--- src/hdl/line_follower_mode_controller_top_macros.svh ---
// Assertion macros used by the line follower mode controller RTL.
`ifndef LINE_FOLLOWER_MODE_CONTROLLER_TOP_MACROS_SVH
`define LINE_FOLLOWER_MODE_CONTROLLER_TOP_MACROS_SVH

`ifndef SYNTHESIS

`define LFMC_ASSERT_IMP(lbl, clk, rst_n, ante, cons) \
    lbl: assert property (@(posedge clk) disable iff (!rst_n) (ante) |-> (cons)) \
        else $error("lfmc assertion failed");

`define LFMC_ASSERT_NXT(lbl, clk, rst_n, ante, cons) \
    lbl: assert property (@(posedge clk) disable iff (!rst_n) (ante) |=> (cons)) \
        else $error("lfmc assertion failed");

`else

`define LFMC_ASSERT_IMP(lbl, clk, rst_n, ante, cons)

`define LFMC_ASSERT_NXT(lbl, clk, rst_n, ante, cons)

`endif

`endif

--- src/hdl/lfmc_pkg.sv ---
// Types, constants and the drive table of the line follower mode controller.
package lfmc_pkg;

    localparam int TICKS_PER_SECOND = 1000;
    localparam int FRAC_W = (TICKS_PER_SECOND > 1) ? $clog2(TICKS_PER_SECOND) : 1;
    localparam int SEC_W = 9;
    localparam int REST_W = 8;
    localparam int DIST_W = 12;
    localparam int DRIVE_W = 12;
    localparam int STOP_W = 8;

    localparam logic [1:0] CFG_OBST_EN = 2'd0;
    localparam logic [1:0] CFG_OBST_MM = 2'd1;
    localparam logic [1:0] CFG_NEAR_MM = 2'd2;
    localparam logic [1:0] CFG_STOP_S  = 2'd3;

    typedef enum logic [2:0] {
        M_TRACK = 3'd0,
        M_TURN  = 3'd1,
        M_WAIT  = 3'd2,
        M_STOP  = 3'd3,
        M_LEAVE = 3'd4,
        M_BACK  = 3'd5
    } t_mode;

    typedef enum logic [1:0] {
        P_MIDDLE = 2'd0,
        P_LEFT   = 2'd1,
        P_RIGHT  = 2'd2
    } t_pos;

    typedef enum logic [2:0] {
        MV_STOPPED  = 3'd0,
        MV_TURN_NEG = 3'd1,
        MV_TURN_POS = 3'd2,
        MV_FORWARD  = 3'd3,
        MV_BACKWARD = 3'd4
    } t_move;

    // Every (vx, vw) pair the mode machine can command.
    typedef enum logic [3:0] {
        C_ZERO    = 4'd0,
        C_FWD     = 4'd1,
        C_LEFT    = 4'd2,
        C_RIGHT   = 4'd3,
        C_SPIN_L  = 4'd4,
        C_SPIN_R  = 4'd5,
        C_REVERSE = 4'd6,
        C_VEER_L  = 4'd7,
        C_VEER_R  = 4'd8
    } t_cmd;

    typedef struct packed {
        logic              lr;
        logic              rr;
        logic              m;
        logic              l;
        logic              r;
        logic [DIST_W-1:0] distance;
    } t_sense;

    typedef struct packed {
        logic road_flag;
        logic road_hold;
        logic middle_hold;
        logic wait_flag;
        logic side_right;
        t_pos pos;
    } t_det;

    typedef struct packed {
        logic              obst_en;
        logic [DIST_W-1:0] obst_mm;
        logic [DIST_W-1:0] near_mm;
        logic [STOP_W-1:0] stop_s;
    } t_cfg;

    typedef struct packed {
        logic signed [DRIVE_W-1:0] ld;
        logic signed [DRIVE_W-1:0] rd;
        t_move                     mc;
    } t_drive;

    typedef struct packed {
        t_drive            drive;
        t_mode             mode;
        t_mode             prev_mode;
        logic              station;
        logic [REST_W-1:0] rest_s;
    } t_result;

    // Left drive is (vx+vw)*6/5, right drive is vx-vw.
    function automatic t_drive drive_of(t_cmd cmd);
        t_drive d;
        d = '{ld: '0, rd: '0, mc: MV_STOPPED};
        unique case (cmd)
            C_ZERO:    d = '{ld: 12'sd0,     rd: 12'sd0,     mc: MV_STOPPED};
            C_FWD:     d = '{ld: 12'sd600,   rd: 12'sd500,   mc: MV_FORWARD};
            C_LEFT:    d = '{ld: 12'sd720,   rd: 12'sd0,     mc: MV_TURN_POS};
            C_RIGHT:   d = '{ld: 12'sd0,     rd: 12'sd600,   mc: MV_TURN_NEG};
            C_SPIN_L:  d = '{ld: 12'sd720,   rd: -12'sd600,  mc: MV_TURN_POS};
            C_SPIN_R:  d = '{ld: -12'sd720,  rd: 12'sd600,   mc: MV_TURN_NEG};
            C_REVERSE: d = '{ld: -12'sd960,  rd: -12'sd800,  mc: MV_BACKWARD};
            C_VEER_L:  d = '{ld: 12'sd1320,  rd: -12'sd100,  mc: MV_TURN_POS};
            C_VEER_R:  d = '{ld: -12'sd120,  rd: 12'sd1100,  mc: MV_TURN_NEG};
            default:   d = '{ld: 12'sd0,     rd: 12'sd0,     mc: MV_STOPPED};
        endcase
        return d;
    endfunction

endpackage

--- src/hdl/lfmc_detect.sv ---
// Line detection: side-road memory, one-tick holds, position class and wait flag.
module lfmc_detect
    import lfmc_pkg::*;
(
    input  t_sense i_sense,
    input  t_det   i_cur,
    output t_det   o_next
);

    logic any_on;
    logic all_on;
    logic pos_upd;

    assign any_on = i_sense.lr | i_sense.rr | i_sense.m | i_sense.l | i_sense.r;
    assign all_on = i_sense.lr & i_sense.rr & i_sense.m & i_sense.l & i_sense.r;

    always_comb begin
        o_next = i_cur;
        pos_upd = 1'b0;
        if (i_cur.road_flag) begin
            if (i_sense.lr) begin
                o_next.side_right = 1'b0;
            end else if (i_sense.rr) begin
                o_next.side_right = 1'b1;
            end
        end
        if (all_on) begin
            o_next.wait_flag = 1'b1;
        end
        // A blank tick or an outer-only tick under middle_hold consumes a hold and keeps the class.
        if (any_on) begin
            if (i_sense.l | i_sense.r | i_sense.m) begin
                o_next.middle_hold = 1'b1;
                o_next.road_flag = 1'b1;
                o_next.road_hold = 1'b1;
                pos_upd = 1'b1;
            end else if (i_cur.middle_hold) begin
                o_next.middle_hold = 1'b0;
            end else begin
                o_next.road_flag = 1'b1;
                o_next.road_hold = 1'b1;
                pos_upd = 1'b1;
            end
        end else if (i_cur.road_hold) begin
            o_next.road_flag = 1'b1;
            o_next.road_hold = 1'b0;
        end else begin
            o_next.road_flag = 1'b0;
            o_next.road_hold = 1'b0;
        end
        if (pos_upd) begin
            priority if (i_sense.l) begin
                o_next.pos = P_LEFT;
            end else if (i_sense.r) begin
                o_next.pos = P_RIGHT;
            end else if ((i_sense.lr & i_sense.rr) | i_sense.m) begin
                o_next.pos = P_MIDDLE;
            end else if (i_sense.lr) begin
                o_next.pos = P_LEFT;
            end else if (i_sense.rr) begin
                o_next.pos = P_RIGHT;
            end
        end
    end

endmodule

--- src/hdl/lfmc_core.sv ---
// Mode state machine, stop timer and drive selection for one request per step.
`include "line_follower_mode_controller_top_macros.svh"

module lfmc_core
    import lfmc_pkg::*;
(
    input  logic    i_clk,
    input  logic    i_rst_n,
    input  logic    i_step,
    input  t_sense  i_sense,
    input  t_cfg    i_cfg,
    output t_result o_res
);

    t_det              r_det, det_new, n_det;
    t_mode             r_mode, n_mode;
    t_mode             r_prev, n_prev;
    t_cmd              r_cmd, n_cmd;
    logic              r_offroad, n_offroad;
    logic              r_station, n_station;
    logic [SEC_W-1:0]  r_tmr_sec, n_tmr_sec;
    logic [FRAC_W-1:0] r_tmr_frac, n_tmr_frac;
    logic [REST_W-1:0] r_rest_s, n_rest_s;

    logic              all_on;
    logic              obst;
    logic              near;
    logic              tmr_wrap;
    logic [SEC_W-1:0]  inc_sec;
    logic [FRAC_W-1:0] inc_frac;
    logic              in_limit;

    lfmc_detect u_detect (
        .i_sense (i_sense),
        .i_cur   (r_det),
        .o_next  (det_new)
    );

    assign all_on = i_sense.lr & i_sense.rr & i_sense.m & i_sense.l & i_sense.r;
    assign obst = i_cfg.obst_en & (i_sense.distance < i_cfg.obst_mm);
    assign near = i_sense.distance < i_cfg.near_mm;

    // The stop timer counts ticks as whole seconds plus a sub-second count.
    assign tmr_wrap = (r_tmr_frac == FRAC_W'(TICKS_PER_SECOND - 1));
    assign inc_frac = tmr_wrap ? '0 : r_tmr_frac + 1'b1;
    assign inc_sec = tmr_wrap ? r_tmr_sec + 1'b1 : r_tmr_sec;
    assign in_limit = (inc_sec < {1'b0, i_cfg.stop_s})
                   || ((inc_sec == {1'b0, i_cfg.stop_s}) && (inc_frac == '0));

    always_comb begin
        n_mode = r_mode;
        unique case (r_mode)
            M_TRACK: begin
                if (obst) begin
                    n_mode = M_LEAVE;
                end else if (!det_new.road_flag) begin
                    if (r_offroad) begin
                        n_mode = M_TURN;
                    end
                end else if (det_new.wait_flag) begin
                    n_mode = M_WAIT;
                end
            end
            M_TURN: begin
                if (obst) begin
                    n_mode = M_LEAVE;
                end else if (i_sense.m) begin
                    n_mode = M_TRACK;
                end
            end
            M_STOP: begin
                if (!in_limit) begin
                    n_mode = M_TRACK;
                end
            end
            M_WAIT: begin
                n_mode = all_on ? M_STOP : M_TRACK;
            end
            M_LEAVE: begin
                if (!obst) begin
                    n_mode = M_BACK;
                end
            end
            M_BACK: begin
                if (obst) begin
                    n_mode = M_LEAVE;
                end else if (det_new.road_flag) begin
                    n_mode = M_TRACK;
                end
            end
            default: n_mode = r_mode;
        endcase
    end

    always_comb begin
        n_det = det_new;
        n_prev = r_prev;
        n_cmd = r_cmd;
        n_offroad = r_offroad;
        n_station = r_station;
        n_tmr_sec = r_tmr_sec;
        n_tmr_frac = r_tmr_frac;
        n_rest_s = r_rest_s;
        unique case (r_mode)
            M_TRACK: begin
                unique case (det_new.pos)
                    P_MIDDLE: n_cmd = C_FWD;
                    P_LEFT:   n_cmd = C_LEFT;
                    P_RIGHT:  n_cmd = C_RIGHT;
                    default:  n_cmd = r_cmd;
                endcase
                if (obst) begin
                    n_prev = M_TRACK;
                    if (near) begin
                        n_cmd = C_REVERSE;
                    end
                end else if (!det_new.road_flag) begin
                    n_prev = M_TRACK;
                    n_offroad = !r_offroad;
                end
            end
            M_TURN: begin
                n_cmd = det_new.side_right ? C_SPIN_R : C_SPIN_L;
                if (obst) begin
                    n_prev = M_TURN;
                    if (near) begin
                        n_cmd = C_REVERSE;
                    end
                end else if (i_sense.m) begin
                    n_prev = M_TURN;
                end
            end
            M_STOP: begin
                n_tmr_sec = inc_sec;
                n_tmr_frac = inc_frac;
                if (in_limit) begin
                    n_rest_s = inc_sec[REST_W-1:0];
                    n_cmd = C_ZERO;
                end else begin
                    n_station = 1'b0;
                    n_prev = M_STOP;
                end
            end
            M_WAIT: begin
                if (all_on) begin
                    n_station = 1'b1;
                    n_det.wait_flag = 1'b0;
                    n_tmr_sec = '0;
                    n_tmr_frac = '0;
                end
            end
            M_LEAVE: begin
                n_cmd = C_VEER_L;
                if (!obst) begin
                    n_prev = M_LEAVE;
                end
            end
            M_BACK: begin
                n_cmd = C_VEER_R;
                if (obst) begin
                    n_prev = M_BACK;
                    if (near) begin
                        n_cmd = C_REVERSE;
                    end
                end else if (det_new.road_flag) begin
                    n_prev = M_BACK;
                end
            end
            default: n_cmd = r_cmd;
        endcase
    end

    always_ff @(posedge i_clk) begin
        if (!i_rst_n) begin
            r_det <= '{road_flag: 1'b1, road_hold: 1'b0, middle_hold: 1'b0,
                       wait_flag: 1'b0, side_right: 1'b0, pos: P_MIDDLE};
            r_mode <= M_TRACK;
            r_prev <= M_TRACK;
            r_cmd <= C_ZERO;
            r_offroad <= 1'b0;
            r_station <= 1'b0;
            r_tmr_sec <= '0;
            r_tmr_frac <= '0;
            r_rest_s <= '0;
        end else if (i_step) begin
            r_det <= n_det;
            r_mode <= n_mode;
            r_prev <= n_prev;
            r_cmd <= n_cmd;
            r_offroad <= n_offroad;
            r_station <= n_station;
            r_tmr_sec <= n_tmr_sec;
            r_tmr_frac <= n_tmr_frac;
            r_rest_s <= n_rest_s;
        end
    end

    assign o_res = '{drive: drive_of(n_cmd), mode: n_mode, prev_mode: n_prev,
                     station: n_station, rest_s: n_rest_s};

    `LFMC_ASSERT_IMP(a_station_in_stop, i_clk, i_rst_n, r_station, r_mode == M_STOP)
    `LFMC_ASSERT_NXT(a_hold_without_step, i_clk, i_rst_n, !i_step, $stable(r_mode) && $stable(r_cmd) && $stable(r_det))
    `LFMC_ASSERT_NXT(a_wait_one_tick, i_clk, i_rst_n, i_step && (r_mode == M_WAIT), (r_mode == M_STOP) || (r_mode == M_TRACK))

endmodule

--- src/hdl/line_follower_mode_controller_top.sv ---
// Top level of the line follower mode controller: stream ports, settings and pipeline registers.
//
//  Channel   Direction  Payload
//  s_axis    in         sensor bits and distance, one request per 1 ms tick
//  m_axis    out        drives, modes, direction class, station flag, stop seconds
//  cfg       in         obstacle_enable, obstacle_mm, near_mm, stop_seconds
//
// One request per clock while m_axis takes results; a result passes the input and then the output register to m_axis.
// The input register feeds the detection and mode logic, whose result lands in the output register.
// A full output register that is not taken stalls the input register, and s_axis tready drops while that is full.
// Reset is synchronous and active low and needs no clearing time.
module line_follower_mode_controller_top
    import lfmc_pkg::*;
(
    input  logic        i_clk,
    input  logic        i_rst_n,
    input  logic        i_s_axis_tvalid,
    output logic        o_s_axis_tready,
    // [0] sense_left_road, [1] sense_right_road, [2] sense_middle, [3] sense_left,
    // [4] sense_right, [16:5] distance_mm, [23:17] zero
    input  logic [23:0] i_s_axis_tdata,
    output logic        o_m_axis_tvalid,
    input  logic        i_m_axis_tready,
    // [11:0] left_drive, [23:12] right_drive, [26:24] mode, [29:27] previous_mode,
    // [32:30] move_class, [33] at_station, [41:34] rest_seconds, [47:42] zero
    output logic [47:0] o_m_axis_tdata,
    input  logic        i_cfg_we,
    input  logic [1:0]  i_cfg_addr,
    input  logic [11:0] i_cfg_wdata
);

    logic    r_in_valid, n_in_valid;
    logic    r_out_valid, n_out_valid;
    t_sense  r_in;
    t_result r_out;
    t_result core_res;
    t_cfg    r_cfg;
    logic    in_acc;
    logic    s1_adv;

    assign s1_adv = r_in_valid & (!r_out_valid | i_m_axis_tready);
    assign o_s_axis_tready = !r_in_valid | s1_adv;
    assign in_acc = i_s_axis_tvalid & o_s_axis_tready;
    assign n_in_valid = in_acc | (r_in_valid & !s1_adv);
    assign n_out_valid = s1_adv | (r_out_valid & !i_m_axis_tready);

    always_ff @(posedge i_clk) begin
        if (!i_rst_n) begin
            r_in_valid <= 1'b0;
            r_out_valid <= 1'b0;
        end else begin
            r_in_valid <= n_in_valid;
            r_out_valid <= n_out_valid;
        end
    end

    always_ff @(posedge i_clk) begin
        if (in_acc) begin
            r_in <= '{lr: i_s_axis_tdata[0], rr: i_s_axis_tdata[1], m: i_s_axis_tdata[2],
                      l: i_s_axis_tdata[3], r: i_s_axis_tdata[4],
                      distance: i_s_axis_tdata[16:5]};
        end
        if (s1_adv) begin
            r_out <= core_res;
        end
    end

    always_ff @(posedge i_clk) begin
        if (!i_rst_n) begin
            r_cfg <= '{obst_en: 1'b0, obst_mm: 12'd200, near_mm: 12'd100, stop_s: 8'd0};
        end else if (i_cfg_we) begin
            unique case (i_cfg_addr)
                CFG_OBST_EN: r_cfg.obst_en <= i_cfg_wdata[0];
                CFG_OBST_MM: r_cfg.obst_mm <= i_cfg_wdata;
                CFG_NEAR_MM: r_cfg.near_mm <= i_cfg_wdata;
                CFG_STOP_S:  r_cfg.stop_s <= i_cfg_wdata[STOP_W-1:0];
                default:     r_cfg <= r_cfg;
            endcase
        end
    end

    lfmc_core u_core (
        .i_clk   (i_clk),
        .i_rst_n (i_rst_n),
        .i_step  (s1_adv),
        .i_sense (r_in),
        .i_cfg   (r_cfg),
        .o_res   (core_res)
    );

    assign o_m_axis_tvalid = r_out_valid;
    assign o_m_axis_tdata = {6'b0, r_out.rest_s, r_out.station, r_out.drive.mc,
                             r_out.prev_mode, r_out.mode, r_out.drive.rd, r_out.drive.ld};

endmodule
--- config.mk ---
export PLATFORM = sky130hd
export DESIGN_NAME = line_follower_mode_controller_top
export DESIGN_NICKNAME = d
export VERILOG_FILES = /design/src/hdl/lfmc_pkg.sv /design/src/hdl/lfmc_detect.sv /design/src/hdl/lfmc_core.sv /design/src/hdl/line_follower_mode_controller_top.sv
export VERILOG_INCLUDE_DIRS = /design/src /design/src/hdl
export SDC_FILE = /design/constraint.sdc
export NUM_CORES = 1
export LEC_CHECK = 0
export BUFFER_PORTS_ARGS = -buffer_cell sky130_fd_sc_hd__buf_2
export CAP_MARGIN = 20
export CORE_MARGIN = 4
export CORE_UTILIZATION = 62
export CTS_CLUSTER_DIAMETER = 60
export CTS_CLUSTER_SIZE = 16
export DETAILED_ROUTE_END_ITERATION = 7
export PLACE_DENSITY = 0.85
export SLEW_MARGIN = 20
export SYNTH_ARGS = -nofsm -noshare
export SYNTH_HDL_FRONTEND = slang
export SYNTH_SLANG_ARGS = --single-unit
--- constraint.sdc ---
create_clock -name i_clk -period 7.4 [get_ports i_clk]
set_input_delay 1.48 -clock i_clk [delete_from_list [all_inputs] [get_ports i_clk]]
set_output_delay 1.48 -clock i_clk [all_outputs]
set_load 0.1 [all_outputs]
==> key figures, run 1 <==
Yosys
  • Post-synthesis sequential area ratio: 46.49%
  • Yosys warning total: 0
  • Synth cell types: 68
  • FFs w/ async S/R, synth: 0%
  • Mapped Area: 0.006912 mm^2
  • EDFF count, synth: 53
  • Avg Cell Area, Syn: 9.118 um^2
  • Synthesized netlist cell count: 758
  • Synth Register Bits: 134
  • Ys flop type: dfxtp_1

GRT
  • First-pass GRT wire length: 26290 um
  • Vias in the first global route: 5491
  • Largest net degree at the start of global routing: 62
  • Initial antenna violation count: 0
  • Grt ovf: 0
  • GRT Total Usage: 25.36%

Timing
  • RSZ-0062 raised after global routing: false
  • Period minus WS final: 5.728 ns
  • Setup_tns: 0 ns
  • Maximum clock rate: 174.6 MHz
  • Max-slew violations: 0
  • Clk_skew: 0.008162 ns
  • Worst Max-Slew Pin Slew: 1.062 ns
  • Max-Slew Margin vs Limit: 28.91%
  • Final setup fails: 0
  • Hold Fails Final Rpt: 0
  • Part of the cycle the worst path needs: 77.41%

Power
  • Sw frac: 30.43%
  • PD cells: 253.1 mW/mm^2
  • Net Sw Power: 0.6048 mW
  • Maximum VDD drop: 0.1770 mV
  • Final Power: 1.988 mW
  • Internal power: 1.383 mW
  • Flop pwr share: 42.0%
  • Clock share of power: 40.5%
  • Static Leak: 3.081 nW
  • Logic gate share of total power: 17.5%

Floorplanning
  • Core ar.: 0.01089 mm^2
  • Die Footprint: 0.01290 mm^2
  • Die span in y: 113.6 um
  • I/O pin cnt: 93
  • Initial core utilization: 63.48%
  • Die width: 113.6 um
  • Rows: 38

Clock network
  • Clk sinks: 134
  • Worst-path clk slew: 0.06 ns
  • CTS root buffer: clkbuf_8
  • Post-cts sizing count: 0
  • Worst-Skew Late Latency: 0.53 ns
  • Max H-tree Level: 4
  • CTS buffer count: 17
  • Clk buf depth: 2
  • Setup Fix Bufs, Post-CTS: 0
  • CTS tree: yes
  • Hold buffer count at CTS: 0

Finish
  • # diodes: 0
  • NumNets Final: 897
  • P&R area growth vs syn: 13.65%
  • Share of layout cells above drive strength 1: 15.66%

Route
  • Via count: 5954
  • Routed length per instance: 16.81 um
  • Initial DRC count: 547
  • ANT nets after route: 0
  • Drt first pass iters: 6
  • Residual DRC count: 0
  • DRT Wirelength: 16300 um
  • Vias per cell: 6.138

Placement
  • PortBufs: 74
  • Dpl hpwl: 11050 um
  • RD Place Congestion: 0.9059

Worst setup path
  • CP Class: flop to flop
  • Arr. time, crit path: 6.09 ns
  • CP Max Fanout: 14
  • CP Launch Type: flop
  • Crit end category: flop
  • Critical Path RT: 7.76 ns

Job
  • # Max-Cap Violations: 0

Status
  • Status: finished clean

Worst hold path
  • Hold Crit Class: flop to flop
## through the flow
step           utilization, %  hold slack, ns  std cells  setup WS, ns  cell area, um^2
3_5_place_dp            66.82          0.4470        938         1.849             7276
2_1_floorplan               -          0.4318        768         2.853             6949
3_3_place_gp            66.82          0.4378        938         2.014             7276
4_1_cts                 72.13          0.4551        970         1.751             7854
6_report                72.14          0.4617        970         1.672             7855
5_1_grt                 72.14          0.4837        970         1.259             7855
## critical path, stage by stage, from the launching register on
cell and delay [ns]:
dfxtp_1 0.42, ha_1 0.36, nand3_2 0.20, nor4_4 0.63, nand4_1 0.33, nor2_1 0.20, xor2_1 0.36, ha_1 0.21
nand4_1 0.10, or3_1 0.39, a311o_1 0.30, a221oi_1 0.53, a31oi_1 0.25, or2_2 0.40, inv_1 0.20, ha_1 0.23
nand3_1 0.24, o21ai_0 0.18
## layout by cell type (no fill, tap or decap), drive strengths merged, types with 4 or more instances in the layout
| master | n |
|---|---|
| buf | 76 |
| nand2b | 7 |
| nor4 | 6 |
| nor3 | 25 |
| or3 | 6 |
| dfxtp | 81 |
| conb | 11 |
| nor2b | 4 |
| and4 | 4 |
| inv | 52 |
| o21a | 4 |
| o21ai | 43 |
| edfxtp | 53 |
| a211oi | 12 |
| xnor2 | 11 |
| nand2 | 93 |
| nand3 | 17 |
| o211ai | 12 |
| a22oi | 9 |
| and3 | 4 |
| nand4 | 8 |
| mux2i | 19 |
| a31oi | 6 |
| clkinv | 8 |
| a21oi | 61 |
| mux2 | 9 |
| nor2 | 83 |
| ha | 37 |
| a311oi | 7 |
| clkbuf | 23 |
## path summary, 6_finish.rpt
check | startpoint | end | slack [ns] | depth (start not counted)
setup / recovery | u_core.r_tmr_frac[0] | o_m_axis_tdata[10] | 1.67 | 17
hold / removal | r_cfg[12] | r_cfg[12] | 0.46 | 2
setup reg to reg | u_core.r_tmr_frac[0] | o_m_axis_tdata[10] | 1.67 | 17
hold reg to reg | r_cfg[12] | r_cfg[12] | 0.46 | 2
## registers in the layout, summed over array words and instances (netlist names), named ones only
| name | flops |
|---|---|
| u_core.r_det | 6 |
| u_core.r_prev | 3 |
| u_core.r_rest_s | 8 |
| o_m_axis_tvalid | 1 |
| u_core.r_tmr_sec | 9 |
| u_core.r_tmr_frac | 10 |
| u_core.r_offroad | 1 |
| o_m_axis_tdata | 36 |
| r_cfg | 33 |
| u_core.r_station | 1 |
| r_in_valid | 1 |
| u_core.r_mode | 3 |
| u_core.r_cmd | 4 |
| r_in | 17 |
## power groups by stage
| stage | Combinational, mW | Sequential [mW] | Clock (mW) |
|---|---|---|---|
| after detailed placement | 0.343 | 0.849 | 0 |
| after CTS | 0.347 | 0.834 | 0.814 |
| after floorplan | 0.175 | 0.956 | 0 |
| after global placement | 0.332 | 0.847 | 0 |
| after global routing | 0.370 | 0.838 | 0.850 |
| final | 0.348 | 0.834 | 0.805 |
## metal layers
metal | vias up | part of all wire [%] | GRT usage, %
met3 | 55 | 7.5 | 6.684
met1 | 2782 | 39 | 30.32
met5 | - | 0 | 0
li1 | 2823 | - | -
met2 | 294 | 50 | 43.27
met4 | 0 | 2.9 | 10.66
## cell usage after synthesis (all sizes together), types with 4 or more instances
cell type   n  area (um^2)
nor2       83        311.6
o21a        4        30.03
nor4        6        52.55
a31oi       6        37.54
and4        4        35.03
mux2        9        101.4
nand3      17        90.09
nand2b      7        51.30
clkinv      4        15.01
clkbuf     25        93.84
edfxtp     53         1592
or3         6        37.54
nor2b       4        25.02
nand2      93        351.6
a211oi     12        90.09
nor3       25        136.4
buf        21        140.1
and3        4        25.02
a21oi      61        305.3
inv        47        176.4
ha         37        462.9
dfxtp      81         1622
a22oi       9        67.56
a311oi      7        61.31
mux2i      19        190.2
o21ai      43        215.2
nand4       8        50.05
o211ai     12        95.09
xnor2      11        96.34
## logic make-up after synthesis
family                     share of synthesized area (%)
buffers and inverters                              6.155
DFF                                                46.49
adders and majority gates                          6.698
muxes                                              4.218
and+or+nand+nor                                    17.98
xor gates and xnor gates                           1.521
other                                            0.05426
AOI/OAI and AO/OA                                  16.89
## area by class of cell
type	count	area, um^2
Inverter	51	192.7
Clock inverter	9	57.56
Tap cell	140	175.2
Fill cell	809	3033
Timing Repair Buffer	76	385.4
Multi-Input combinational cell	537	3311
Clock buffer	23	520.5
Sequential cell	134	3213
(Power assumes the default switching activity.)
==> run 2: changes to the inputs <==
- CORE_UTILIZATION: 62 -> 58
- PLACE_DENSITY: 0.85 -> 0.8
- clock period: 7.4 -> 5.7 ns (I/O delays scaled with it)
==> key figures, run 2 (synthesis results as in run 1) <==
Timing
  • RSZ-0062 raised after global routing: false
  • Final setup fails: 0
  • Max-slew violations: 0
  • Maximum clock rate: 191.4 MHz
  • Setup WS post-layout: 0.4746 ns
  • Worst Max-Slew Pin Slew: 1.048 ns
  • Hold Fails Final Rpt: 0
  • Clk_skew: 0.006227 ns
  • Period minus WS final: 5.225 ns
  • Part of the cycle the worst path needs: 91.67%
  • Setup_tns: 0 ns
  • Max-Slew Margin vs Limit: 29.87%

Route
  • ANT nets after route: 0
  • Drt first pass iters: 5
  • DRT Wirelength: 15370 um
  • Via count: 5761
  • Vias per cell: 5.897
  • Routed length per instance: 15.73 um
  • Residual DRC count: 0
  • Initial DRC count: 476

Floorplanning
  • Die Footprint: 0.01373 mm^2
  • Core ar.: 0.01156 mm^2
  • Die width: 117.2 um
  • Initial core utilization: 59.76%
  • Die span in y: 117.2 um
  • Rows: 39
  • I/O pin cnt: 93

Clock network
  • Clk buf depth: 2
  • Hold buffer count at CTS: 0
  • Worst-Skew Late Latency: 0.42 ns
  • CTS buffer count: 17
  • CTS tree: yes
  • Max H-tree Level: 4
  • Post-cts sizing count: 0
  • Setup Fix Bufs, Post-CTS: 0
  • Worst-path clk slew: 0.06 ns
  • Clk sinks: 134
  • CTS root buffer: clkbuf_16

Worst setup path
  • R2R depth: 17
  • Crit path to: o_m_axis_tdata[3]
  • CP Launch Type: flop
  • Crit path cell chain: ha_1 > nand3_2 > nor4_4 > buf_4 > nand4_1 > xnor2_1 > ha_1 > nand4_1 > or3_1 > a311o_1 > a221oi_1 > a31oi_1 > or2_2 > inv_1 > ha_1 > nand3_1 > o21ai_0
  • WP depth: 17
  • CP Class: flop to flop
  • Arr. time, crit path: 5.48 ns
  • Crit end category: flop
  • Worst r2r dst: o_m_axis_tdata[3]
  • Peak per-stage delay on the critical path: 0.58 ns
  • Critical Path RT: 5.95 ns
  • CP Launch Point: u_core.r_tmr_frac[0]
  • CP max-delay cell: a221oi_1
  • CP delay by family, top: simple AND/OR/NAND/NOR gates
  • Cell mode on critical path: ha_1
  • Worst reg2reg startpoint: u_core.r_tmr_frac[0]
  • Worst reg2reg setup slack: 0.47 ns
  • CP bufs+invs: 2
  • CP Max Fanout: 13

Finish
  • Share of layout cells above drive strength 1: 15.83%
  • P&R area growth vs syn: 14.05%
  • Commonest non-fill, non-tap cell in the layout: nand2_1
  • # fillers: 880
  • Most frequent cells in the layout: nand2_1 (92), nor2_1 (83), dfxtp_1 (81)
  • # diodes: 0
  • Final core occ: 68.16%
  • NumNets Final: 901
  • Largest register FFs: 36

Worst hold path
  • Hold Path Depth: 2
  • Hold Crit Class: flop to flop

Power
  • Clock share of power: 40.6%
  • Maximum VDD drop: 0.2414 mV
  • Static Leak: 3.096 nW
  • Internal power: 1.817 mW
  • Sw frac: 29.43%
  • Logic gate share of total power: 17.4%
  • PD cells: 326.6 mW/mm^2
  • Flop pwr share: 42.0%
  • Net Sw Power: 0.7577 mW

Placement
  • Setup WS pre-CTS: 0.5405 ns
  • PortBufs: 74
  • RD Place Congestion: 0.9072
  • Dpl hpwl: 10640 um

Status
  • Status: finished clean

GRT
  • Largest net degree at the start of global routing: 59
  • Grt ovf: 0
  • First-pass GRT wire length: 25740 um
  • Vias in the first global route: 5509
  • Initial antenna violation count: 0
  • GRT Total Usage: 23.76%

Job
  • # Max-Cap Violations: 0
-- run 2: metrics by stage --
stage	instance area, um^2	hold slack (ns)	power (mW)	cells
after floorplan	6949	0.4318	1.468	768
after global placement	7302	0.4418	1.533	944
after detailed placement	7302	0.4524	1.545	944
after CTS	7875	0.4604	2.588	976
after global routing	7883	0.4715	2.675	977
final	7883	0.4588	2.574	977
-- run 2: final cells by class --
type | count | area [um^2] | area share [%]
inverters | 51 | 191.4 | 2.429
flip-flops and latches | 134 | 3213 | 40.76
multi-input cells | 537 | 3311 | 42.00
well taps | 143 | 178.9 | 2.270
clock inverters | 8 | 70.07 | 0.8889
repair buffers | 80 | 415.4 | 5.270
clock buffers | 24 | 503.0 | 6.381
-- run 2: worst min-delay path, stage by stage (launching register included) --
cell	delay, ns
dfxtp_1	0.30
nand2_1	0.05
a21oi_1	0.06
-- run 2: layer usage --
metal | GRT usage (%) | vias up | wire length [um]
li1 | - | 2825 | -
met1 | 29.55 | 2726 | 6602
met2 | 40.38 | 185 | 7625
met3 | 4.987 | 25 | 848
met4 | 9.404 | 0 | 291
met5 | 0 | - | 0
-- run 2: power groups by stage --
stage	Sequential (mW)	Combinational, mW	Clock (mW)
final	1.08	0.448	1.04
after global routing	1.09	0.484	1.10
after CTS	1.08	0.447	1.06
after detailed placement	1.10	0.444	0
after global placement	1.10	0.433	0
after floorplan	1.24	0.228	0
-- run 2: worst min path at each step --
stage	startpoint	endpoint
4_1_cts	r_cfg[8]	r_cfg[8]
3_5_place_dp	r_cfg[8]	r_cfg[8]
6_report	r_cfg[8]	r_cfg[8]
5_1_grt	r_cfg[30]	r_cfg[30]
3_3_place_gp	r_cfg[8]	r_cfg[8]
2_1_floorplan	r_cfg[8]	r_cfg[8]
